$ cat config.mk
export PLATFORM = sky130hd
export DESIGN_NAME = escaped_frame_motion_decoder
export DESIGN_NICKNAME = d
export VERILOG_FILES = /design/src/efmd_pkg.sv /design/src/efmd_decode.sv /design/src/escaped_frame_motion_decoder.sv
export SDC_FILE = /design/constraint.sdc
export NUM_CORES = 1
export LEC_CHECK = 0
export BUFFER_PORTS_ARGS = -buffer_cell sky130_fd_sc_hd__buf_4
export CAP_MARGIN = 15
export CORE_MARGIN = 1
export CORE_UTILIZATION = 26
export DETAILED_ROUTE_END_ITERATION = 12
export SKIP_CTS_REPAIR_TIMING = 1
export SLEW_MARGIN = 20
export SYNTH_ARGS = -nofsm -noshare
export SYNTH_HDL_FRONTEND = slang
export SYNTH_SLANG_ARGS = --single-unit
$ cat constraint.sdc
create_clock -name clk -period 11.18 [get_ports clk]
set_input_delay 2.236 -clock clk [delete_from_list [all_inputs] [get_ports clk]]
set_output_delay 2.236 -clock clk [all_outputs]
set_load 0.03 [all_outputs]
$ cat src/efmd_pkg.sv
package efmd_pkg;

  localparam int unsigned MaxFrameDef  = 64;
  localparam int unsigned PayloadDepth = 15;
  localparam int unsigned LenW         = 7;
  localparam int unsigned ResultW      = 134;
  localparam int unsigned TdataW       = ((ResultW + 7) / 8) * 8;

  localparam logic [7:0] ChCr      = 8'h0D;
  localparam logic [7:0] ChCaret   = 8'h5E;
  localparam logic [7:0] ChEscM    = 8'h4D;
  localparam logic [7:0] ChEscQ    = 8'h51;
  localparam logic [7:0] ChEscS    = 8'h53;
  localparam logic [7:0] ChXon     = 8'h11;
  localparam logic [7:0] ChXoff    = 8'h13;
  localparam logic [7:0] TypeMotion  = 8'h44;
  localparam logic [7:0] TypeButtons = 8'h2E;
  localparam logic [7:0] TypeKey     = 8'h4B;

  localparam logic [1:0] KindMotion  = 2'd0;
  localparam logic [1:0] KindButtons = 2'd1;
  localparam logic [1:0] KindKey     = 2'd2;
  localparam logic [1:0] KindOther   = 2'd3;

  typedef logic [PayloadDepth-1:0][7:0] payload_t;

  // first member lands in the highest bits, so frame_kind sits at bit 0
  typedef struct packed {
    logic               overflow;
    logic [LenW-1:0]    frame_length;
    logic signed [15:0] rot_z;
    logic signed [15:0] rot_y;
    logic signed [15:0] rot_x;
    logic signed [15:0] trans_z;
    logic signed [15:0] trans_y;
    logic signed [15:0] trans_x;
    logic [15:0]        period;
    logic [11:0]        button_bits;
    logic [1:0]         frame_kind;
  } result_t;

  function automatic logic [7:0] unescape(input logic [7:0] b);
    logic [7:0] r;
    unique case (b)
      ChEscM:  r = ChCr;
      ChEscQ:  r = ChXon;
      ChEscS:  r = ChXoff;
      default: r = b;
    endcase
    return r;
  endfunction

endpackage

$ cat src/efmd_decode.sv
module efmd_decode
  import efmd_pkg::*;
(
  input  payload_t        payload,
  input  logic [LenW-1:0] frame_length,
  input  logic            overflow,
  output result_t         result
);

  logic [1:0] kind;
  logic [7:0] b1;
  logic [7:0] b2;
  logic       motion;

  assign b1     = payload[1];
  assign b2     = payload[2];
  assign motion = (kind == KindMotion);

  always_comb begin
    unique case (payload[0])
      TypeMotion:  kind = KindMotion;
      TypeButtons: kind = KindButtons;
      TypeKey:     kind = KindKey;
      default:     kind = KindOther;
    endcase
  end

  always_comb begin
    result              = '0;
    result.frame_kind   = kind;
    result.frame_length = frame_length;
    result.overflow     = overflow;
    if (kind == KindButtons) begin
      result.button_bits = {b1[1:0], b2[7], b2[5:0], b1[4:2]};
    end
    if (motion) begin
      result.period  = {payload[1],  payload[2]};
      result.trans_x = {payload[3],  payload[4]};
      result.trans_y = {payload[5],  payload[6]};
      result.trans_z = {payload[7],  payload[8]};
      result.rot_x   = {payload[9],  payload[10]};
      result.rot_y   = {payload[11], payload[12]};
      result.rot_z   = {payload[13], payload[14]};
    end
  end

endmodule

$ cat src/escaped_frame_motion_decoder.sv
// A result appears on out_tvalid in the cycle after the transfer of the ending CR byte.
// Throughput: one byte per cycle while in_tready is high; frame state and the result register update in one pass.
// in_tready drops only while a finished result waits and out_tready is low.
// Reset (rst_n low, synchronous) clears escape, position, overflow, stored bytes
// and the output valid.
module escaped_frame_motion_decoder
  import efmd_pkg::*;
#(
  parameter int unsigned MAX_FRAME = MaxFrameDef
) (
  input  logic              clk,
  input  logic              rst_n,
  input  logic              in_tvalid,
  output logic              in_tready,
  input  logic [7:0]        in_tdata,   // rx_byte
  output logic              out_tvalid,
  input  logic              out_tready,
  // frame_kind, button_bits, period, trans_x, trans_y, trans_z, rot_x, rot_y, rot_z,
  // frame_length, overflow, zero pad
  output logic [TdataW-1:0] out_tdata
);

  localparam int unsigned PosW = $clog2(MAX_FRAME + 1);
  localparam logic [PosW-1:0] PosMax = PosW'(MAX_FRAME);
  localparam logic [PosW-1:0] PosDepth = PosW'(PayloadDepth);

  logic            esc_r,  esc_nxt;
  logic [PosW-1:0] pos_r,  pos_nxt;
  logic            ovf_r,  ovf_nxt;
  payload_t        pay_r,  pay_nxt;
  logic            ovalid_r, ovalid_nxt;
  result_t         res_r,  res_nxt;

  logic            accept;
  logic            is_cr;
  logic            store;
  logic [7:0]      store_byte;
  logic [PosW+LenW-1:0] pos_ext;
  result_t         dec_res;

  assign in_tready  = !ovalid_r || out_tready;
  assign accept     = in_tvalid && in_tready;
  assign is_cr      = (in_tdata == ChCr);
  assign pos_ext    = {{LenW{1'b0}}, pos_r};
  assign out_tvalid = ovalid_r;
  assign out_tdata  = {{(TdataW - ResultW){1'b0}}, res_r};

  efmd_decode u_decode (
    .payload      (pay_r),
    .frame_length (pos_ext[LenW-1:0]),
    .overflow     (ovf_r),
    .result       (dec_res)
  );

  always_comb begin
    esc_nxt    = esc_r;
    pos_nxt    = pos_r;
    ovf_nxt    = ovf_r;
    pay_nxt    = pay_r;
    ovalid_nxt = ovalid_r && !out_tready;
    res_nxt    = res_r;
    store      = 1'b0;
    store_byte = in_tdata;
    if (accept) begin
      if (is_cr) begin
        ovalid_nxt = 1'b1;
        res_nxt    = dec_res;
        esc_nxt    = 1'b0;
        pos_nxt    = '0;
        ovf_nxt    = 1'b0;
        pay_nxt    = '0;
      end else if (esc_r) begin
        esc_nxt    = 1'b0;
        store      = 1'b1;
        store_byte = unescape(in_tdata);
      end else if (in_tdata == ChCaret) begin
        esc_nxt = 1'b1;
      end else begin
        store = 1'b1;
      end
    end
    if (store) begin
      if (pos_r < PosMax) begin
        pos_nxt = pos_r + 1'b1;
        if (pos_r < PosDepth) begin
          for (int i = 0; i < PayloadDepth; i++) begin
            if (pos_r == PosW'(i)) pay_nxt[i] = store_byte;
          end
        end
      end else begin
        ovf_nxt = 1'b1;
      end
    end
  end

  always_ff @(posedge clk) begin
    if (!rst_n) begin
      esc_r    <= 1'b0;
      pos_r    <= '0;
      ovf_r    <= 1'b0;
      pay_r    <= '0;
      ovalid_r <= 1'b0;
    end else begin
      esc_r    <= esc_nxt;
      pos_r    <= pos_nxt;
      ovf_r    <= ovf_nxt;
      pay_r    <= pay_nxt;
      ovalid_r <= ovalid_nxt;
    end
  end

  always_ff @(posedge clk) begin
    res_r <= res_nxt;
  end

endmodule

# Word-level counts from Yosys, hierarchy flattened
# Cells that the tools add are included.
# op_classes
add_sub_neg	1
order_cmp	2
n_eq_ne	23
mux	42
n_reduce_logical	8
# op_table
op	n
$mux 120	5
$mux 8	18
$eq 7x4->1 const B	7
$eq 8x7->1 const B	6
$eq 7x3->1 const B	4
$mux 7	4
$pmux 8 s3	1
$eq 7x2->1 const B	2
$mux 1	13
$eq 8x4->1 const B	1
$eq 8x6->1 const B	1
$add 7x1->7 const B	1
$eq 7x1->1 const B	1
$logic_not 7->1	1
$lt 7x4->1 const B	1
$lt 7x7->1 const B	1
$pmux 2 s3	1
$eq 2x1->1 const B	1
$logic_and 1x1->1	2
$logic_not 1->1	2
$logic_not 2->1	1
$reduce_and 2->1	1
$logic_or 1x1->1	1
# totals
register_bits	264
inputBits	12
output_inout_bits	138
elab_cells	106

# Logic depth before layout (Yosys ltp)
# Gate-level depths: netlist of the first run.
# logic_depth
word_depth	9
depth_mapped	7

# Cells and area by module
# Synthesis of the first run repeated with hierarchy kept, for this count alone.
# unflattened
hier_cells	962
area_unflattened_um2	10555.1
# modules_own_cells
module	n_inst	cells_per_inst	area_each_um2	seq_area_each_um2
escaped_frame_motion_decoder	1	808	9507.9	6626.4
efmd_decode	1	154	1047.3	0.0

# Worst setup path before layout of the first run
# OpenSTA, ideal clock, no wires.
# synth_path
kind	input port to flip-flop
start	input in_tdata[5]
end	register pos_r[0]
setup_ps	118
arrival_time_ps	6184
required_time_ps	11062
setup_slack_ps	4878
stages	5
n_path_buf	0
cell_sequence	nor4b_2 > nand4_1 > inv_1 > a2111oi_0 > a41o_1
# synth_between
elab_chain_len	6
word_cells_on_any_way	10
cone_classes	eq/ne: 2; mux: 8
# synth_lines
item	line_no	rtl
from (decl)	escaped_frame_motion_decoder.sv:15	input logic [7:0] in_tdata,
$eq 8x7->1	escaped_frame_motion_decoder.sv:76	end else if (in_tdata == ChCaret) begin
$mux 1	escaped_frame_motion_decoder.sv:76	
$mux 1	escaped_frame_motion_decoder.sv:72	end else if (esc_r) begin
$mux 1	escaped_frame_motion_decoder.sv:65	if (is_cr) begin
$mux 1	escaped_frame_motion_decoder.sv:64	if (accept) begin
$mux 7 (*)	escaped_frame_motion_decoder.sv:82	if (store) begin
to (signal assigned)	escaped_frame_motion_decoder.sv:105	pos_r <= pos_nxt;
to (decl)	escaped_frame_motion_decoder.sv:28	logic [PosW-1:0] pos_r, pos_nxt;
# Every way passes the cells marked *; elsewhere a longest branch is shown, timed or not.
# A chain may end at the register's enable or synchronous reset.

# Worst setup path after layout of the first run
# layout_path
start	input out_tready
end	output in_tready
# layout_between
elab_chain_len	1
# layout_lines
item	line_no	rtl
from (decl)	escaped_frame_motion_decoder.sv:17	input logic out_tready,
$logic_or 1x1->1	escaped_frame_motion_decoder.sv:41	assign in_tready = !ovalid_r || out_tready;
to (decl)	escaped_frame_motion_decoder.sv:14	output logic in_tready,
# Every way passes these cells.

==> results.md, run 1 <==
* Count of endpoints failing hold in the final timing report at 0
* Detail Route Antenna Nets at 0
* Path type of the worst setup path: primary input to output port
* Pins Over Slew Limit at 0
* Number of clock buffers inserted by TritonCTS at 27
* Die Ht at 200 um
* Largest net degree at the start of global routing at 85
* Layout cells sized above 1 at 23.6%
* Critical path startpoint category: primary input
* Most frequent cell after synthesis: nand2_1
* Clock Sink Count at roughly 260
* Fraction of synthesized cell area taken by the top area cell type at around two fifths
* Last weighted congestion value of the routability-driven placer at 0.752
* Mean cell area of the mapped netlist at between 10 and 15 sq um
* Minimum setup slack in the final design at 5.80 ns
* Starting utilization of the core area at 26.4%
* Beginning of the worst register-to-register path: out_tvalid
* Antenna violations before repair at 0
* Insertion delay of the later-clocked pin in the worst-skew pair at 0.55 ns
* Number of standard cells after synthesis at 800
* Proportion of synthesized chip area in sequential cells at ~65%
* Routed wire length at 25.6 mm
* # setup viols final at 0
* Final worst path period share at slightly below 50%
* Routed len/inst at 17.5 um
* Relative area change from synthesis to final layout at 24.9%
* Hold Path Origin: ovf_r
* Antenna diode count at 0
* Die outline width at 200 um
* Type of the worst min-delay path: flop to flop
* Relative slew slack at 27.5%
* Post-detailed-route via-to-cell ratio at 4.41
* CTS tree: done
* Cell type with the highest aggregate area in the netlist: edfxtp_1
* Layout Cells excl Fill at roughly 1,500
* Fmax at 186 MHz
* Area of the mapped netlist at around 10,000 sq um
* # nets final at roughly 950
* Power Dens Cells at 156 nW/um^2
* Required @ worst endpoint at 8.94 ns
* Cell types occupying the most area after synthesis: edfxtp_1, dfxtp_1, mux2i_1, and3_1, nand2_1
* EDFF count, synth at 134
* DRC violations left at 0
* Area of all placed cells without fillers at around 13,000 sq um
* Violation count after the first detailed-routing iteration at 300
* Synthesis warning total at 0
* Static power due to leakage at around 0.0058 uW
* Maximum resistive drop on vdd at approximately 0.09 mV
* Placed inst area at 11,900 sq um
* Placeable core area at 38,600 sq um
* Clock transition at path regs at 0.07 ns
* Summed negative setup slack over all endpoints at 0 ns
* Rows at 72
* Arr. time, crit path at 3.14 ns
* Cell variety after synth at between 40 and 50
* Reported max-cap violation count at 0
* Overall overflow remaining after global route at 0
* Overall global routing resource usage at 12.7%
* Most common library cells after synthesis: nand2_1, edfxtp_1, dfxtp_1, mux2i_1, and3_1
* Register bit total from synthesis at 264
* Unrepaired setup endpoints after global routing: false
* Post-place setup slack at approximately 5.8 ns
* Worst Setup End Kind: output port
* 1st-pass router iterations at 4
* Worst clock skew at 0.0128 ns
* Synth Flop Type: edfxtp_1
* Die footprint at 40,000 sq um
* Transition time of the tightest slew-check pin at around 1.1 ns
* Number of top-level pins at 150
* Timing startpoint of the critical path: out_tready
* Detailed placement HPWL at 15.5 mm
* Detailed-route via count at 6,478
* Run status: finished clean
* Clk Tree Root Cell: clkbuf_16
* Number of levels the H-tree was split into at 1
* Biggest fanout along the worst timing path at 6
* First-pass GRT wire length at roughly 38 mm
* Maximum clock insertion buffer count at 3
* Share of synthesized flip-flops with an asynchronous set or reset at 0%
* Via count of the first global-routing pass at 6,363
* Post-placement cell count at approximately 1,400
* Number of buffers inserted by port buffering at 147
* Minimum clock period after layout at 5.38 ns
-- cell families (layout without fill, tap and decap cells) --
kind of cell	Yosys count	after routing	synth area share, %
other cells	1	2	0.0368
compound gates	25	25	1.90
flops	264	264	65.0
mux	120	120	11.8
fa+ha+maj	4	4	0.491
buf+inv	68	217	2.70
simple gates	318	318	18.1
-- critical path, stage by stage --
cell,delay [ns]
buf_4,0.11
nor2b_1,0.33
inv_1,0.24
buf_4,0.22
-- power by group --
group / switching [uW] / internal [uW]
Sequential: 5.06 / 1010
Clock: 378 / 520
Combinational: 57.8 / 17.2
Total: 441 / 1550
-- final cells by class --
type                            count  area (sq um)
Clock inverter                     17           168
Tap cell                          518           648
Multi-Input combinational cell    469          3360
Fill cell                        3795         25900
Timing Repair Buffer              159          1190
Clock buffer                       33           708
Sequential cell                   264          6630
Inverter                            8          35.0
-- per-layer routing --
metal	wire (um)	track usage [%]	vias up	part of all wire (%)
met5	0	0	-	0
met4	580	4.44	0	2.3
met3	1340	2.12	35	5.2
met2	12100	20.7	151	47
met1	11700	17.0	3166	45
li1	-	-	3126	-
-- final timing paths --
kind	to	slack, ns	cells after the start
max	in_tready	5.80	4
min	out_tdata[133]	0.44	0
max reg2reg	out_tdata[20]	8.27	5
min reg2reg	out_tdata[133]	0.44	0
-- sequential cells by signal (all words and copies together), names as in the netlist --
| register | flops |
|---|---|
| esc_r | 1 |
| ovf_r | 1 |
| out_tvalid | 1 |
| out_tdata | 134 |
| pay_r | 120 |
| pos_r | 7 |
-- stage by stage --
stage,total power [uW],hold WS [ns],util [%]
6_report,1990,0.436,33.0
5_1_grt,2060,0.463,33.0
4_1_cts,2020,0.442,32.9
3_5_place_dp,1120,0.427,30.7
3_3_place_gp,1110,0.428,30.7
2_1_floorplan,1080,0.406,-
-- layout by cell type (no fill, tap or decap), types with 2 or more instances in the layout --
cell,count
clkinv_1,5
nand4_1,5
nor2_1,7
and2_1,17
a211o_1,3
inv_6,2
dfxtp_1,130
buf_4,159
mux2i_1,120
clkbuf_1,5
nand4_4,9
nor4_1,2
nor2b_1,5
edfxtp_1,134
nand4_2,5
ha_1,4
nor4b_2,2
nand4b_1,3
nand2_1,136
nand3_1,4
clkinvlp_4,2
clkbuf_16,27
conb_1,2
clkinv_2,6
bufinv_16,3
and3_1,113
a21oi_1,9
inv_1,6
and4_1,2
a31oi_1,2
No activity file was read; power rests on OpenSTA's default activity.
==> run 2: changes to the inputs <==
Clock period 11.18 ns to 4.5 ns, I/O delays scaled along.
==> results.md, run 2 (synthesis gave the netlist of run 1 again) <==
* Run status: finished clean
* 1st-pass router iterations at 4
* Clock Sink Count at 264
* Last weighted congestion value of the routability-driven placer at ~0.76
* Relative area change from synthesis to final layout at 25.2%
* Final worst path period share at 61.9%
* Insertion delay of the later-clocked pin in the worst-skew pair at 0.54 ns
* Pins Over Slew Limit at 0
* Largest net degree at the start of global routing at 115
* Maximum resistive drop on vdd at about 0.16 mV
* Die Ht at 200 um
* Violation count after the first detailed-routing iteration at roughly 320
* Cell-by-cell listing of the critical path: buf_4 > nor4b_2 > nand4_1 > clkinvlp_4 > buf_12
* Count of endpoints failing hold in the final timing report at 0
* DRC violations left at 0
* Layout cells sized above 1 at a little under a quarter
* Number of buffers inserted by port buffering at 147
* Overall overflow remaining after global route at 0
* Minimum clock period after layout at 2.79 ns
* Biggest fanout along the worst timing path at 60
* Reported max-cap violation count at 0
* Most frequent standard cell in the layout excluding fill and tap cells: buf_4
* Die footprint at 40,000 sq um
* Antenna violations before repair at 0
* Starting utilization of the core area at roughly a quarter
* Via count of the first global-routing pass at around 6,200
* Number of clock buffers inserted by TritonCTS at 27
* Transition time of the tightest slew-check pin at 1.13 ns
* CP max stage cell: nor4b_2
* Power Dens Cells at 384 nW/um^2
* Required @ worst endpoint at ~4.7 ns
* Layout Cells excl Fill at 1,469
* Number of top-level pins at 150
* Placeable core area at slightly below 40,000 sq um
* Worst Setup End Kind: flop
* Worst clock skew at 0.0104 ns
* Rows at between 70 and 80
* # nets final at 946
* Routed len/inst at between 15 and 20 um
* Post-placement cell count at approximately 1,400
* # setup viols final at 0
* Commonest cells after routing, fill and taps aside: buf_4, nand2_1, edfxtp_1, dfxtp_1, mux2i_1
* Die outline width at 200 um
* Crit-path leading delay family: simple AND/OR/NAND/NOR gates
* Relative slew slack at 24.3%
* Clk Tree Root Cell: clkbuf_16
* Type of the worst min-delay path: flop to flop
* Summed negative setup slack over all endpoints at 0 ns
* Critical path startpoint category: primary input
* Detailed-route via count at 6,444
* Maximum clock insertion buffer count at 3
* Register-to-register path setup slack at ~2.0 ns
* CTS tree: done
* Count of fill cells added during filler insertion at 3,843
* Power Total at between 4000 and 5000 uW
* Static power due to leakage at 0.00581 uW
* Path type of the worst setup path: primary input to flop
* Fmax at 359 MHz
* Detail Route Antenna Nets at 0
* Post-detailed-route via-to-cell ratio at 4.39
* Flip-flop count of the largest register, all copies and words added at ~130
* Count of buffer and inverter cells on the critical path at 3
* Worst path max stage delay at 0.69 ns
* Routed wire length at between 20 and 30 mm
* Overall global routing resource usage at 12.5%
* Arr. time, crit path at 2.98 ns
* Clock transition at path regs at 0.06 ns
* Detailed placement HPWL at 15.3 mm
* Unrepaired setup endpoints after global routing: false
* Antenna diode count at 0
* First-pass GRT wire length at 37.8 mm
* Core occupancy in the finished layout at 33.0%
* Number of levels the H-tree was split into at 1
## run 2: cell types whose count changed in the layout (fill, tap and decap cells not counted), sizes merged
cell and change:
buf +1, bufinv -2, clkbuf +8, clkinv -6, clkinvlp +1, inv -1
## run 2: worst paths after layout
| kind | end | startpoint | depth (start not counted) |
|---|---|---|---|
| worst max-delay path | out_tdata[53] | in_tdata[5] | 5 |
| worst min register to register | out_tdata[133] | ovf_r | 0 |
| worst min-delay path | out_tdata[133] | ovf_r | 0 |
| worst max register to register | out_tdata[53] | out_tvalid | 5 |
## run 2: power by group
group | internal [uW] | total, uW | leakage [uW] | switching (uW)
registers | 2520 | 2530 | 0.00237 | 12.6
clock network | 1270 | 2190 | 0.000421 | 924
logic | 41.8 | 184 | 0.00303 | 142
## run 2: cell type report
cell class              count  area [sq um]  area share, %
flip-flops and latches    264          6630           51.9
multi-input cells         469          3360           26.3
repair buffers            160          1230           9.61
clock buffers              41           790           6.19
well taps                 518           648           5.08
clock inverters             9          77.6          0.608
inverters                   8          33.8          0.265
## run 2: per-layer routing
metal	wire [um]	up-vias	GRT usage [%]
met2	11500	165	19.9
met3	1400	34	2.30
li1	-	3125	-
met1	12000	3120	17.3
met5	0	-	0
met4	525	0	3.65
## run 2: metrics by stage
stage | setup slack [ns] | instance area, sq um | hold slack (ns)
after floorplan | 0.118 | 10200 | 0.406
after global placement | 1.33 | 11900 | 0.439
after detailed placement | 1.21 | 11900 | 0.437
after CTS | 1.77 | 12800 | 0.445
after global routing | 1.61 | 12800 | 0.459
final | 1.71 | 12800 | 0.439
